[src/hdl/vlwe_pkg.sv]
`timescale 1ns / 1ps

package vlwe_pkg;

	localparam logic [2:0] SETTLE_FRAMES = 3'd6;
	localparam logic [1:0] ONSET_FRAMES  = 2'd2;

	localparam logic [9:0]  QUIET_MAX   = 10'h3FF;
	localparam logic [15:0] ELAPSED_MAX = 16'hFFFF;

	localparam logic [9:0]  CUTOFF_RESET = 10'd60;
	localparam logic [15:0] CAP_RESET    = 16'd750;

	typedef enum logic [2:0] {
		EV_NONE         = 3'd0,
		EV_LISTEN_START = 3'd1,
		EV_END_SILENCE  = 3'd2,
		EV_END_CAP      = 3'd3,
		EV_WIN_EXPIRED  = 3'd4
	} event_t;

	typedef enum logic [1:0] {
		REG_WAKE_ENABLE = 2'd0,
		REG_SILENCE_CUT = 2'd1,
		REG_LISTEN_CAP  = 2'd2
	} reg_idx_t;

	typedef struct packed {
		logic        wake_enable;
		logic [9:0]  silence_cutoff_frames;
		logic [15:0] listen_cap_frames;
	} cfg_t;

	typedef struct packed {
		logic        vad_speech;
		logic        wake_hit;
		logic        manual_request;
		logic        arm_window;
		logic [15:0] window_frames;
	} item_t;

	typedef struct packed {
		event_t ev;
		logic   listening;
		logic   floor_locked;
		logic   window_open;
	} result_t;

endpackage

[src/hdl/vlwe_core.sv]
`timescale 1ns / 1ps

module vlwe_core (
	input  logic             clk,
	input  logic             arst_n,
	input  logic             step_en,
	input  vlwe_pkg::item_t  item,
	input  vlwe_pkg::cfg_t   cfg,
	output vlwe_pkg::result_t res
);

	logic        listen_open_q, speech_seen_q, follow_active_q, floor_hold_q;
	logic [9:0]  quiet_count_q;
	logic [15:0] listen_elapsed_q, follow_left_q;
	logic [2:0]  settle_run_q;
	logic [1:0]  onset_run_q;

	logic        lo, ss, fa, fh, trig, jo, by_s, by_c;
	logic [9:0]  qc, cutoff;
	logic [15:0] le, fl;
	logic [2:0]  sr;
	logic [1:0]  onr;
	vlwe_pkg::event_t ev;

	always_comb begin
		lo  = listen_open_q;
		ss  = speech_seen_q;
		fa  = follow_active_q;
		fh  = floor_hold_q;
		qc  = quiet_count_q;
		le  = listen_elapsed_q;
		fl  = follow_left_q;
		sr  = settle_run_q;
		onr = onset_run_q;
		ev  = vlwe_pkg::EV_NONE;
		jo  = 1'b0;
		by_s = 1'b0;
		by_c = 1'b0;
		cutoff = (cfg.silence_cutoff_frames == 10'd0) ? 10'd1 : cfg.silence_cutoff_frames;

		if (item.arm_window) begin
			sr  = 3'd0;
			onr = 2'd0;
			if (item.window_frames == 16'd0) begin
				fa = 1'b0;
				fl = 16'd0;
			end else begin
				fa = 1'b1;
				fl = item.window_frames;
				fh = 1'b0;
			end
		end

		trig = (cfg.wake_enable & item.wake_hit) | item.manual_request;

		if (!trig && !lo && fa) begin
			if (fl == 16'd0) begin
				fa  = 1'b0;
				sr  = 3'd0;
				onr = 2'd0;
				ev  = vlwe_pkg::EV_WIN_EXPIRED;
			end else if (!item.vad_speech) begin
				if (sr < vlwe_pkg::SETTLE_FRAMES) begin
					sr = sr + 3'd1;
				end
				onr = 2'd0;
			end else if (sr >= vlwe_pkg::SETTLE_FRAMES) begin
				onr = onr + 2'd1;
				if (onr >= vlwe_pkg::ONSET_FRAMES) begin
					fa   = 1'b0;
					fl   = 16'd0;
					sr   = 3'd0;
					onr  = 2'd0;
					trig = 1'b1;
				end
			end
		end

		if (fa && fl != 16'd0) begin
			fl = fl - 16'd1;
		end

		if (trig && !lo) begin
			ev = vlwe_pkg::EV_LISTEN_START;
			lo = 1'b1;
			le = 16'd0;
			qc = 10'd0;
			ss = 1'b0;
			fh = 1'b1;
			jo = 1'b1;
		end

		if (lo) begin
			if (item.vad_speech) begin
				ss = 1'b1;
				qc = 10'd0;
			end else if (ss && qc < vlwe_pkg::QUIET_MAX) begin
				qc = qc + 10'd1;
			end
			by_s = qc >= cutoff;
			if (!jo) begin
				by_c = le >= cfg.listen_cap_frames;
				if (le < vlwe_pkg::ELAPSED_MAX) begin
					le = le + 16'd1;
				end
			end
			if (by_s || by_c) begin
				ev = by_s ? vlwe_pkg::EV_END_SILENCE : vlwe_pkg::EV_END_CAP;
				lo = 1'b0;
				qc = 10'd0;
				fh = 1'b0;
			end
		end

		res.ev           = ev;
		res.listening    = lo;
		res.floor_locked = fh;
		res.window_open  = fa && (fl != 16'd0);
	end

	always_ff @(posedge clk or negedge arst_n) begin
		if (!arst_n) begin
			listen_open_q    <= 1'b0;
			speech_seen_q    <= 1'b0;
			follow_active_q  <= 1'b0;
			floor_hold_q     <= 1'b0;
			quiet_count_q    <= 10'd0;
			listen_elapsed_q <= 16'd0;
			follow_left_q    <= 16'd0;
			settle_run_q     <= 3'd0;
			onset_run_q      <= 2'd0;
		end else if (step_en) begin
			listen_open_q    <= lo;
			speech_seen_q    <= ss;
			follow_active_q  <= fa;
			floor_hold_q     <= fh;
			quiet_count_q    <= qc;
			listen_elapsed_q <= le;
			follow_left_q    <= fl;
			settle_run_q     <= sr;
			onset_run_q      <= onr;
		end
	end

endmodule

[src/hdl/voice_listen_window_endpointer_unit.sv]
`timescale 1ns / 1ps

// One input transaction per audio frame yields exactly one result transaction. An accepted
// frame is held in an input register, is evaluated against the endpointer state
// in a single pass, and lands in the result register, so the block sustains one frame per
// cycle while out_ready is high; while a result waits, a new frame can still enter the empty
// input register. Configuration writes take effect on the next evaluated frame.

module voice_listen_window_endpointer_unit (
	input  logic        clk,
	input  logic        arst_n,
	input  logic        in_valid,
	output logic        in_ready,
	input  logic        vad_speech,
	input  logic        wake_hit,
	input  logic        manual_request,
	input  logic        arm_window,
	input  logic [15:0] window_frames,
	output logic        out_valid,
	input  logic        out_ready,
	output logic [2:0]  event_res,
	output logic        listening,
	output logic        floor_locked,
	output logic        window_open,
	input  logic        cfg_valid,
	output logic        cfg_ready,
	input  logic [1:0]  cfg_index,
	input  logic [15:0] cfg_data
);

	vlwe_pkg::cfg_t    cfg_q;
	vlwe_pkg::item_t   item_s1;
	vlwe_pkg::result_t step_res;
	vlwe_pkg::result_t res_q;
	logic              valid_s1;
	logic              out_valid_q;
	logic              advance;

	assign cfg_ready = 1'b1;
	assign advance   = valid_s1 && (!out_valid_q || out_ready);
	assign in_ready  = !valid_s1 || advance;

	always_ff @(posedge clk or negedge arst_n) begin
		if (!arst_n) begin
			cfg_q.wake_enable           <= 1'b1;
			cfg_q.silence_cutoff_frames <= vlwe_pkg::CUTOFF_RESET;
			cfg_q.listen_cap_frames     <= vlwe_pkg::CAP_RESET;
		end else if (cfg_valid) begin
			case (cfg_index)
				vlwe_pkg::REG_WAKE_ENABLE: cfg_q.wake_enable <= cfg_data[0];
				vlwe_pkg::REG_SILENCE_CUT: cfg_q.silence_cutoff_frames <= cfg_data[9:0];
				vlwe_pkg::REG_LISTEN_CAP:  cfg_q.listen_cap_frames <= cfg_data;
				default: ;
			endcase
		end
	end

	always_ff @(posedge clk or negedge arst_n) begin
		if (!arst_n) begin
			valid_s1 <= 1'b0;
		end else if (in_ready) begin
			valid_s1 <= in_valid;
		end
	end

	always_ff @(posedge clk) begin
		if (in_ready && in_valid) begin
			item_s1.vad_speech     <= vad_speech;
			item_s1.wake_hit       <= wake_hit;
			item_s1.manual_request <= manual_request;
			item_s1.arm_window     <= arm_window;
			item_s1.window_frames  <= window_frames;
		end
	end

	vlwe_core u_core (
		.clk     (clk),
		.arst_n  (arst_n),
		.step_en (advance),
		.item    (item_s1),
		.cfg     (cfg_q),
		.res     (step_res)
	);

	always_ff @(posedge clk or negedge arst_n) begin
		if (!arst_n) begin
			out_valid_q <= 1'b0;
		end else if (advance) begin
			out_valid_q <= 1'b1;
		end else if (out_ready) begin
			out_valid_q <= 1'b0;
		end
	end

	always_ff @(posedge clk) begin
		if (advance) begin
			res_q <= step_res;
		end
	end

	assign out_valid    = out_valid_q;
	assign event_res    = res_q.ev;
	assign listening    = res_q.listening;
	assign floor_locked = res_q.floor_locked;
	assign window_open  = res_q.window_open;

endmodule
[config.mk]
export PLATFORM = sky130hd
export DESIGN_NAME = voice_listen_window_endpointer_unit
export DESIGN_NICKNAME = d
export VERILOG_FILES = /design/src/hdl/vlwe_pkg.sv /design/src/hdl/vlwe_core.sv /design/src/hdl/voice_listen_window_endpointer_unit.sv
export SDC_FILE = /design/constraint.sdc
export NUM_CORES = 1
export LEC_CHECK = 0
export ABC_AREA = 1
export ABC_CLOCK_PERIOD_IN_PS = 5000
export BUFFER_PORTS_ARGS = -buffer_cell sky130_fd_sc_hd__buf_4
export CAP_MARGIN = 40
export CORE_UTILIZATION = 30
export CTS_CLUSTER_DIAMETER = 200
export DETAILED_ROUTE_END_ITERATION = 12
export PLACE_DENSITY = 0.5
export SYNTH_ARGS = -nofsm -noshare
export SYNTH_HDL_FRONTEND = slang
export SYNTH_SLANG_ARGS = --single-unit
[constraint.sdc]
create_clock -name clk -period 5 [get_ports clk]
set_input_delay 0.75 -clock clk [delete_from_list [all_inputs] [get_ports clk]]
set_output_delay 0.75 -clock clk [all_outputs]
set_load 0.005 [all_outputs]
==> results of run 1 <==
-- worst max-delay path, cell delays in order (launching register included) --
cell and delay [ns]:
edfxtp_1 0.41, buf_12 0.21, inv_4 0.11, nand2_1 0.08, ha_1 0.31, nand2_1 0.10, nor2_2 0.17, nand3_2 0.13
a21oi_2 0.19, nor2_1 0.06, ha_1 0.24, nand4_2 0.12, nor2_2 0.07, nand2_1 0.10, nand2_4 0.11, or2_2 0.29
nand3_1 0.09, inv_1 0.06, ha_1 0.30, inv_1 0.06, nor2_1 0.03, o211ai_1 0.16, o2111ai_1 0.15, a41oi_2 0.24
nand2_1 0.12, nor2_2 0.19, inv_2 0.12, o22ai_1 0.16
-- sequential cells by signal (all words and copies together), names as in the netlist, 2 cells and up --
| name | flops |
|---|---|
| cfg_q | 27 |
| event_res | 3 |
| item_s1 | 20 |
| u_core.follow_left_q | 16 |
| u_core.listen_elapsed_q | 16 |
| u_core.onset_run_q | 2 |
| u_core.quiet_count_q | 10 |
| u_core.settle_run_q | 3 |
-- through the flow --
step | power [mW] | hold WS [ns]
6_report | 3.32 | 0.379
2_1_floorplan | 2.18 | 0.447
3_3_place_gp | 2.57 | 0.470
3_5_place_dp | 2.57 | 0.472
5_1_grt | 3.58 | 0.457
4_1_cts | 3.33 | 0.429
-- how the worst min path moves through the flow --
stage | start | to | slack, ns | cells after the start
after CTS | arst_n | u_core.follow_left_q[11]$_DFFE_PN0P_ | 0.43 | 1
after floorplan | arst_n | cfg_q[0]$_DFFE_PN0P_ | 0.45 | 0
after detailed placement | u_core.quiet_count_q[9]$_DFFE_PN0P_ | u_core.quiet_count_q[9]$_DFFE_PN0P_ | 0.47 | 2
final | arst_n | u_core.follow_left_q[3]$_DFFE_PN0P_ | 0.38 | 1
after global routing | arst_n | u_core.follow_left_q[7]$_DFFE_PN0P_ | 0.46 | 1
after global placement | u_core.quiet_count_q[9]$_DFFE_PN0P_ | u_core.quiet_count_q[9]$_DFFE_PN0P_ | 0.47 | 2
-- logic make-up (layout without fill, tap and decap cells) --
group / Yosys count / count (layout) / share of synthesized area, %
flops: 106 / 106 / 37.8
buf+inv: 192 / 233 / 11.1
xor+xnor: 9 / 9 / 1.06
other cells: 1 / 1 / 0.0506
fa+ha+maj: 32 / 32 / 5.40
compound gates: 160 / 160 / 12.5
simple gates: 553 / 553 / 32.1
-- placed cells by master, fill, tap and decap left out, types with 4 or more instances in the layout --
| cell | n |
|---|---|
| o41ai_1 | 7 |
| ha_1 | 32 |
| xor2_1 | 8 |
| and3_1 | 5 |
| clkbuf_16 | 10 |
| nand4_1 | 11 |
| nand3_1 | 49 |
| dfrtp_1 | 68 |
| inv_2 | 13 |
| o22ai_1 | 7 |
| o31ai_1 | 4 |
| dfstp_2 | 12 |
| o21ai_2 | 5 |
| inv_1 | 139 |
| nor2_2 | 15 |
| a31oi_1 | 17 |
| buf_4 | 58 |
| o21ai_0 | 51 |
| o21ai_1 | 24 |
| nor3_1 | 8 |
| nand2_1 | 287 |
| nor2_4 | 5 |
| a21oi_1 | 30 |
| nor2_1 | 144 |
| edfxtp_1 | 26 |
| nand2_2 | 13 |
-- per-layer routing --
layer  routed length [um]  vias to the layer above
met4                  242                        0
met1                10100                     3058
met5                    0                        -
met2                 8990                      122
met3                  654                       17
li1                     -                     3448
-- report_power, final --
part | switching (mW) | leakage [nW] | total [mW] | internal (mW)
combinational | 0.953 | 2.73 | 1.39 | 0.440
sequential | 0.0946 | 1.25 | 1.17 | 1.08
clock | 0.357 | 0.154 | 0.751 | 0.393
-- final cells by class --
type	count	share of cell area, %
Inverter	156	7.01
Multi-Input combinational cell	755	45.4
Clock inverter	4	0.447
Clock buffer	12	3.21
Tap cell	324	4.83
Timing Repair Buffer	61	5.74
Sequential cell	106	33.3
-- what timing repair did --
| action | 4_1_cts | 5_1_grt |
|---|---|---|
| resized for setup | 0 | 6 |
| setup buffers | 0 | 0 |
| setup endpoints to repair | 0 | 15 |
==> summary.txt, run 1 <==
Run status
  • Status: complete, no violations

Final layout
  • Final Util: 34.6%
  • Nets: 1,164
  • Sequential cell area: 2800 um^2
  • Layout cells sized above 1: between 10 and 15%
  • Area of the multi-input gates: approximately 3800 um^2
  • Fill count: 2,700
  • Final Instance Area: 8390 um^2
  • Ant diodes: 0
  • Area Growth Syn to Fin: 13.2%
  • Fin cells: approximately 1,400

STA
  • RSZ-0062 raised after global routing: false
  • Final WS setup: 0.500 ns
  • Skew final: approximately 0.011 ns
  • Setup TNS: 0 ns
  • Max-slew headroom: approximately half
  • Max Fclk: 222 MHz
  • Fin. Hold Viols: 0
  • Worst slew pin tran: 0.755 ns
  • Fin crit period: 4.50 ns
  • Fin. max-slew vios: 0
  • Final Setup Violations: 0
  • Period Utilization, post-route: between 90% and 100%

Placement
  • PortBufs: 50
  • HPWL after DPL: about 15,000 um
  • Worst slack at placement: 0.329 ns
  • Placed Cells: 1,402
  • Placed inst area: 8060 um^2
  • Final GP Congestion: 0.909

Die
  • Starting Density: 30.6%
  • Placeable Area: 24,200 um^2
  • Rows: 57
  • Die area: 25,300 um^2
  • Die Wd: 159 um
  • Ports: 52
  • Die Height: between 150 and 200 um

Synth
  • Mapped Cells: 1,053
  • Synth area leaders: dfrtp_1 (23%), nand2_1 (15%), edfxtp_1 (11%)
  • Most common cell in the netlist: nand2_1
  • Post-synth top flop: dfrtp_1
  • Post-synthesis sequential area ratio: 37.8%
  • Mapped Nets: 1,128
  • EDFF count, synth: 26
  • Mapped Area: 7410 um^2
  • Flops & latches, synth: 106
  • Area share of the largest cell type after synthesis: roughly 23%
  • Syn. warnings: 0
  • Async set or reset register ratio after synthesis: 75.5%
  • Most area-hungry cell type in the Yosys netlist: dfrtp_1
  • Count of cell types in the netlist: 54
  • Mean Syn Cell Area: 7.04 um^2
  • Most frequent cells after synthesis: nand2_1 (287), nor2_1 (145), inv_1 (140)

Power
  • Power per Cell Area: approximately 400 nW/um^2
  • Maximum vdd ir drop: 0.176 mV
  • LEAKAGE: a little over 4 nW

Routing
  • WL final: 20,000 um
  • DR pass1 iterations: 7
  • Iter 0 DRT Violations: 527
  • Wirelength per Cell: 14.1 um
  • Detailed-route via count: 6,645
  • DRT antenna net count: 0
  • Remaining DRCs: 0
  • Vias per inst: 4.69

Worst setup path
  • Crit Path Category: reg2reg
  • Critical R2R Launch: item_s1[16]$_DFFE_PP_
  • Worst Setup EP: u_core.quiet_count_q[0]$_DFFE_PN0P_
  • CP required: 5.28 ns
  • Element type at the critical path end: flop
  • RR Endpoint: u_core.quiet_count_q[0]$_DFFE_PN0P_
  • R2R setup slack: 0.50 ns
  • R2R depth: 27
  • Crit path DAT: 4.78 ns
  • CP startpoint: item_s1[16]$_DFFE_PP_
  • CP Max Fanout: 51
  • Crit path launch type: flop

Worst hold path
  • Worst min path class: in2async

Clock network
  • Clock tree buffer depth: 2
  • H-tree depth: 3
  • CTS Sinks: about 110
  • Clk slew on worst S/H paths: 0.08 ns
  • CTS tree: built
  • CTS Buf Count: 9
  • Worst-skew pair later-pin latency: roughly 0.36 ns
  • Root Buffer: clkbuf_16
  • Hold_buf cts: 0

Run
  • Max-cap violation count: 0

GRT
  • Grt met3 use: 2.27%
  • Largest net degree at the start of global routing: 52
  • Busiest grt layer: met2
  • Vias in the first global route: just over 6,000
  • Grt ovf: 0
  • Global-route met1 utilization: 23.4%
  • Initial antenna violation count: 0
  • Tot GR Track Use: 16.3%
  • GRT met2 Usage: 25.8%
  • First-pass GRT wire length: around 33,000 um
Note: power is estimated with default switching activity, not from simulation.
==> inputs of run 2 (changes only) <==
Settings changed: CORE_MARGIN from default to 8, SYNTH_HIERARCHICAL from default to 1.
==> run 2 against run 1 <==
- final area increased by 4.4%
- via count increased by 6.1%
- utilization increased by 0.083 points
- non-clock buffer count increased by 6
- worst setup slack got worse by 0.080 ns
- die area increased by 23%
- total power increased by 0.57%
- cell count increased by 3.5%
- count of clock-buffer cells in the layout decreased by 2
- sequential power increased by 4%
- largest power group unchanged
==> summary.txt, run 2 <==
STA
  • Fin. max-slew vios: 0 (unchanged)
  • Max Fclk: 218 MHz (-1.7%)
  • Final hold slack: 0.438 ns (+0.0590 ns)
  • Setup TNS: 0 ns (unchanged)
  • Skew final: 0.0141 ns (+0.00325 ns)
  • Final Setup Violations: 0 (unchanged)
  • Fin. Hold Viols: 0 (unchanged)
  • Final WS setup: 0.419 ns (-0.0801 ns)
  • Fin crit period: 4.58 ns (+0.0801 ns)
  • Worst slew pin tran: 0.837 ns (+0.0828 ns)
  • Max-slew headroom: 43.7% (-5.9 points)
  • Period Utilization, post-route: 91.6% (+1.6 points)

Routing
  • Remaining DRCs: 0 (unchanged)
  • Wirelength per Cell: 14.6 um (+3.7%)
  • Iter 0 DRT Violations: 389 (-26%)
  • DRT antenna net count: 0 (unchanged)
  • Vias per inst: 4.80 (+2.5%)
  • WL final: 21,500 um (+7.2%)
  • Detailed-route via count: 7,048 (+6.1%)
  • DR pass1 iterations: 5 (-2)

Worst setup path
  • Crit path launch type: flop
  • Crit Path Category: reg2reg
  • Crit path DAT: 4.88 ns (+0.10 ns)
  • Critical Path Max Stage Delay: 0.46 ns (+0.05 ns)
  • CP required: 5.30 ns (+0.02 ns)
  • Element type at the critical path end: flop
  • CP Max Fanout: 10 (-80%)
  • CP max stage cell: edfxtp_1

Final layout
  • Ant diodes: 0 (unchanged)
  • Most frequent cells in the layout: nand2_1 (337), inv_1 (138), nor2_1 (113)
  • Fill count: 2,736 (+1.3%)
  • Area Growth Syn to Fin: 13.2% (about the same)
  • Final Util: 34.7% (+0.083 points)
  • Layout cells sized above 1: 15.1% (+0.87 points)
  • Max reg flops: 27 (unchanged)
  • Biggest register: cfg_q
  • Final Instance Area: 8760 um^2 (+4.4%)
  • Most common cell after layout, fill and taps aside: nand2_1
  • Biggest regs: cfg_q (27), item_s1 (20)
  • Nets: 1,208 (+3.8%)

GRT
  • Initial antenna violation count: 0 (unchanged)
  • Tot GR Track Use: 14.2% (-2.1 points)
  • Grt ovf: 0 (unchanged)
  • Largest net degree at the start of global routing: 51 (-1.9%)
  • GRT met2 Usage: 23.8% (-2.0 points)
  • Global-route met1 utilization: 18.3% (-5.2 points)
  • Vias in the first global route: 7,005 (+12%)
  • First-pass GRT wire length: 36,100 um (+9.7%)
  • Busiest grt layer: met2
  • Grt met3 use: 2.60% (+0.34 points)

Run status
  • Status: complete, no violations

Clock network
  • Root Buffer: clkbuf_16
  • CTS Sinks: 106 (unchanged)
  • Clock tree buffer depth: 2 (unchanged)
  • CTS tree: built
  • H-tree depth: 3 (unchanged)
  • Worst-skew pair later-pin latency: 0.36 ns (about the same)
  • Clk slew on worst S/H paths: 0.08 ns (about the same)
  • CTS Buf Count: 9 (unchanged)

Synth
  • Most common cell in the netlist: nand2_1
  • Mapped Nets: 1,169 (+3.6%)
  • Mapped Cells: 1,093 (+3.8%)
  • Mean Syn Cell Area: 7.08 um^2 (+0.63%)
  • Most area-hungry cell type in the Yosys netlist: dfrtp_1
  • Async set or reset register ratio after synthesis: 75.5% (unchanged)
  • Count of cell types in the netlist: 58 (+7.4%)
  • Most frequent cells after synthesis: nand2_1 (338), inv_1 (138), nor2_1 (114)
  • Synth area leaders: dfrtp_1 (22%), nand2_1 (16%), edfxtp_1 (10%)
  • EDFF count, synth: 26 (unchanged)
  • Flops & latches, synth: 106 (unchanged)
  • Area share of the largest cell type after synthesis: 22.0% (-0.98 points)
  • Post-synth top flop: dfrtp_1
  • Syn. warnings: 6 (+6)
  • Mapped Area: 7740 um^2 (+4.5%)
  • Post-synthesis sequential area ratio: 36.1% (-1.6 points)

Placement
  • PortBufs: 50 (unchanged)
  • Worst slack at placement: 0.286 ns (-0.0433 ns)
  • Placed inst area: 8360 um^2 (+3.7%)
  • HPWL after DPL: 16,500 um (+7.7%)
  • Final GP Congestion: 0.883 (-2.8%)

Die
  • Ports: 52 (unchanged)
  • Starting Density: 30.7% (+0.091 points)
  • Die Height: 177 um (+11%)
  • Rows: 58 (+1.8%)
  • Placeable Area: 25,300 um^2 (+4.1%)
  • Die area: 31,200 um^2 (+23%)
  • Die Wd: 177 um (+11%)

Power
  • Sw Ratio: 42.7% (+0.31 points)
  • NetSw: 1.42 mW (+1.3%)
  • Part of the power in combinational logic: 41.2% (-0.8 points)
  • Maximum vdd ir drop: 0.191 mV (+8.3%)
  • Clk pwr share: 22.3% (-0.3 points)
  • LEAKAGE: 4.28 nW (+3.5%)
  • Power per Cell Area: 381 nW/um^2 (-3.7%)
  • Reg power frac: 36.5% (+1.1 points)
  • Cell Int Power: 1.91 mW (about the same)

Run
  • Max-cap violation count: 0 (unchanged)

Worst hold path
  • Worst min path class: in2async
==> run 2: cell count changes after synthesis, moves of 9 or more <==
cell,before,now
nand2_1,287,338
nand4_1,11,51
o21ai_0,51,18
nor2_1,145,114
a31oi_1,17,30
a21oi_1,31,22
==> run 2: area by class of cell <==
| class | instances | area [um^2] | area share [%] |
|---|---|---|---|
| multi-input cells | 792 | 4130 | 47.2 |
| well taps | 330 | 413 | 4.71 |
| flip-flops and latches | 106 | 2800 | 31.9 |
| repair buffers | 67 | 519 | 5.93 |
| clock inverters | 6 | 56.3 | 0.643 |
| inverters | 156 | 589 | 6.73 |
| clock buffers | 10 | 250 | 2.86 |
==> run 2: critical path: cells and delay by family (launching register included) <==
kind / cells / cell delay [ns]
AO/OA/AOI/OAI: 5 / 0.80
flip-flops: 1 / 0.46
adder cells (fa/ha/maj): 3 / 0.85
buffers and inverters: 4 / 0.53
AND/OR/NAND/NOR: 16 / 1.83
==> run 2: per-stage QoR <==
| step | std cells | power (mW) |
|---|---|---|
| 6_report | 1467 | 3.34 |
| 5_1_grt | 1467 | 3.62 |
| 4_1_cts | 1463 | 3.33 |
| 3_5_place_dp | 1447 | 2.57 |
| 3_3_place_gp | 1447 | 2.57 |
| 2_1_floorplan | 1093 | 2.20 |
==> run 2: metal layers <==
metal,part of all wire (%),up-vias
li1,-,3635
met1,47,3249
met2,47,133
met3,3.4,31
met4,2.4,0
met5,0,-
==> run 2: final timing paths <==
kind / startpoint / to / slack (ns) / depth (start not counted)
min in group clk: cfg_q[7]$_DFFE_PN1P_ / cfg_q[7]$_DFFE_PN1P_ / 0.46 / 2
setup reg to reg: item_s1[16]$_DFFE_PP_ / u_core/quiet_count_q[6]$_DFFE_PN0P_ / 0.42 / 28
max in group asynchronous: arst_n / cfg_q[5]$_DFFE_PN1P_ / 3.62 / 2
hold / removal: arst_n / u_core/follow_left_q[14]$_DFFE_PN0P_ / 0.44 / 1
hold reg to reg: cfg_q[7]$_DFFE_PN1P_ / cfg_q[7]$_DFFE_PN1P_ / 0.46 / 2
setup / recovery: item_s1[16]$_DFFE_PP_ / u_core/quiet_count_q[6]$_DFFE_PN0P_ / 0.42 / 28
==> run 2: kinds of logic (layout without fill, tap and decap cells) <==
kind of cell	after synthesis	after routing	synth area share, %
compound gates	125	125	9.88
xor+xnor	6	6	0.679
fa+ha+maj	33	33	5.33
buf+inv	195	239	11.2
flops	106	106	36.1
other cells	1	1	0.0484
simple gates	627	627	36.7
==> run 2: power by group through the flow <==
stage	Clock, mW	Combinational (mW)	Sequential, mW
after floorplan	0	1.03	1.17
after global placement	0	1.34	1.24
final	0.744	1.37	1.22
after CTS	0.774	1.34	1.22
after global routing	0.809	1.58	1.24
after detailed placement	0	1.34	1.23
==> run 2: what timing repair did <==
item | in CTS | in global routing
buffers inserted | 0 | 4
endpoints found under the setup margin | 0 | 15
resized for setup | 0 | 14
endpoints found under the hold margin | 0 | 0
hold buffers | 0 | 0
==> inputs of run 3 (changes only) <==
Settings changed: CELL_PAD_IN_SITES_DETAIL_PLACEMENT from default to 1, CELL_PAD_IN_SITES_GLOBAL_PLACEMENT from default to 1, PLACE_DENSITY 0.5 to 0.63.
==> run 3 against run 2 <==
- clock skew fell by 0.0045 ns
- non-clock buffer count rose by 2
- first-iteration DRC count fell by 13%
- final area fell by 0.17%
- maximum frequency fell by 3.1%
- combinational power rose by 3%
- clock power fell by 5.2%
- count of clock-buffer cells in the layout fell by 1
- via count rose by 3.0%
- critical path depth rose by 3
- critical path type unchanged
- largest cell class unchanged
==> summary.txt, run 3 (same netlist as run 2, synthesis figures left out) <==
Run status
  • Status: complete, no violations

Routing
  • DR pass1 iterations: 4 (-1)
  • Wirelength per Cell: 16.5 um (+13%)
  • DRT antenna net count: 0 (unchanged)
  • Detailed-route via count: 7,257 (+3.0%)
  • Iter 0 DRT Violations: 340 (-13%)
  • WL final: 24,200 um (+13%)
  • Vias per inst: 4.94 (+2.8%)
  • Remaining DRCs: 0 (unchanged)

Clock network
  • CTS Buf Count: 9 (unchanged)
  • Clk slew on worst S/H paths: 0.08 ns (about the same)
  • CTS Sinks: 106 (unchanged)
  • H-tree depth: 3 (unchanged)
  • CTS tree: built
  • Root Buffer: clkbuf_16
  • Clock tree buffer depth: 2 (unchanged)
  • Worst-skew pair later-pin latency: 0.35 ns (about the same)

GRT
  • Vias in the first global route: 7,650 (+9.2%)
  • Grt ovf: 0 (unchanged)
  • GRT met2 Usage: 29.0% (+5.2 points)
  • Tot GR Track Use: 16.1% (+1.8 points)
  • Busiest grt layer: met2
  • First-pass GRT wire length: 40,500 um (+12%)
  • Global-route met1 utilization: 19.6% (+1.3 points)
  • Initial antenna violation count: 0 (unchanged)
  • Grt met3 use: 2.35% (-0.26 points)
  • Largest net degree at the start of global routing: 48 (-5.9%)

STA
  • Fin. Hold Viols: 0 (unchanged)
  • Max Fclk: 212 MHz (-3.1%)
  • Worst slew pin tran: 0.706 ns (-0.131 ns)
  • Fin. max-slew vios: 0 (unchanged)
  • Skew final: 0.00962 ns (-0.00450 ns)
  • Period Utilization, post-route: 94.6% (+2.9 points)
  • Setup TNS: 0 ns (unchanged)
  • Final Setup Violations: 0 (unchanged)
  • Final hold slack: 0.446 ns (+0.00801 ns)
  • Fin crit period: 4.73 ns (+0.147 ns)
  • Final WS setup: 0.272 ns (-0.147 ns)
  • Max-slew headroom: 52.9% (+9.2 points)

Power
  • Maximum vdd ir drop: 0.181 mV (-5.0%)
  • Pwr Total: 3.33 mW (-0.15%)
  • Power per Cell Area: 381 nW/um^2 (about the same)
  • LEAKAGE: 4.28 nW (about the same)

Final layout
  • Layout cells sized above 1: 15.1% (-0.027 points)
  • Biggest register: cfg_q
  • Area Growth Syn to Fin: 13.0%
  • Most common cell after layout, fill and taps aside: nand2_1
  • Biggest regs: cfg_q (27), item_s1 (20)
  • Fill count: 3,171 (+16%)
  • Nets: 1,210 (+0.17%)
  • Max reg flops: 27 (unchanged)
  • Most frequent cells in the layout: nand2_1 (338), inv_1 (138), nor2_1 (112)
  • Ant diodes: 0 (unchanged)
  • Final Instance Area: 8740 um^2 (-0.17%)
  • Fin cells: 1,469 (+0.14%)
  • Final Util: 34.6% (-0.059 points)

Worst setup path
  • CP startpoint: item_s1[16]$_DFFE_PP_
  • R2R depth: 31 (+11%)
  • Crit Path Category: reg2reg
  • CP Max Fanout: 27 (+17)
  • R2R setup slack: 0.27 ns (-0.15 ns)
  • Worst Setup EP: u_core/floor_hold_q$_DFFE_PN0P_
  • CP most frequent cell: nand2_1
  • Element type at the critical path end: flop
  • Critical Path Max Stage Delay: 0.51 ns (+0.05 ns)
  • Crit path launch type: flop
  • Crit path DAT: 5.02 ns (+0.14 ns)
  • Critical R2R Launch: item_s1[16]$_DFFE_PP_
  • CP max stage cell: edfxtp_1
  • CP required: 5.30 ns (about the same)
  • RR Endpoint: u_core/floor_hold_q$_DFFE_PN0P_

Worst hold path
  • Worst min path class: in2async

Die
  • Starting Density: 30.7% (unchanged)
  • Die Wd: 177 um (unchanged)
  • Die area: 31,200 um^2 (unchanged)
  • Die Height: 177 um (unchanged)
  • Placeable Area: 25,300 um^2 (unchanged)
  • Ports: 52 (unchanged)
  • Rows: 58 (unchanged)

Placement
  • PortBufs: 50 (unchanged)
  • Placed Cells: 1,451 (+0.28%)
  • Final GP Congestion: 0.849 (-3.9%)
  • Placed inst area: 8410 um^2 (+0.60%)
  • HPWL after DPL: 18,800 um (+14%)
  • Worst slack at placement: 0.116 ns (-0.170 ns)

Run
  • Max-cap violation count: 0 (unchanged)
-- run 3: worst min-delay path by stage --
stage	startpoint	to	slack, ns
after global placement	cfg_q[2]$_DFFE_PN1P_	cfg_q[2]$_DFFE_PN1P_	0.45
after global routing	cfg_q[7]$_DFFE_PN1P_	cfg_q[7]$_DFFE_PN1P_	0.49
final	arst_n	u_core/follow_left_q[4]$_DFFE_PN0P_	0.45
after floorplan	cfg_q[26]$_DFFE_PN1P_	cfg_q[26]$_DFFE_PN1P_	0.44
after detailed placement	cfg_q[9]$_DFFE_PN1P_	cfg_q[9]$_DFFE_PN1P_	0.45
after CTS	arst_n	u_core/quiet_count_q[8]$_DFFE_PN0P_	0.47
-- run 3: layout make-up --
cell class	instances	area (um^2)	share of cell area, %
Clock buffer	9	225	2.58
Clock inverter	7	52.6	0.601
Inverter	156	589	6.74
Multi-Input combinational cell	792	4110	47.0
Sequential cell	106	2800	32.0
Tap cell	330	413	4.72
Timing Repair Buffer	69	554	6.34
-- run 3: repair_timing --
item                                   in CTS  in global routing
hold buffers                                0                  0
setup endpoints to repair                   0                 16
buffers inserted                            0                  2
gates resized for setup                     0                 10
endpoints found under the hold margin       0                  0
-- run 3: where the power goes --
group          switching (mW)  internal, mW
registers               0.137          1.08
logic                   0.958         0.451
clock network           0.361         0.344
total                    1.46          1.87
-- run 3: worst max-delay path, delay by kind of cell, from the launching register on --
kind | cells | cell delay (ns)
adders and majority gates | 1 | 0.31
buffers and inverters | 5 | 0.65
AOI/OAI and AO/OA | 4 | 0.73
and+or+nand+nor | 21 | 2.46
DFF | 1 | 0.51
-- run 3: metal layers --
metal	wire, um	vias up
li1	-	3644
met1	10900	3511
met2	12400	81
met3	551	21
met4	432	0
met5	0	-
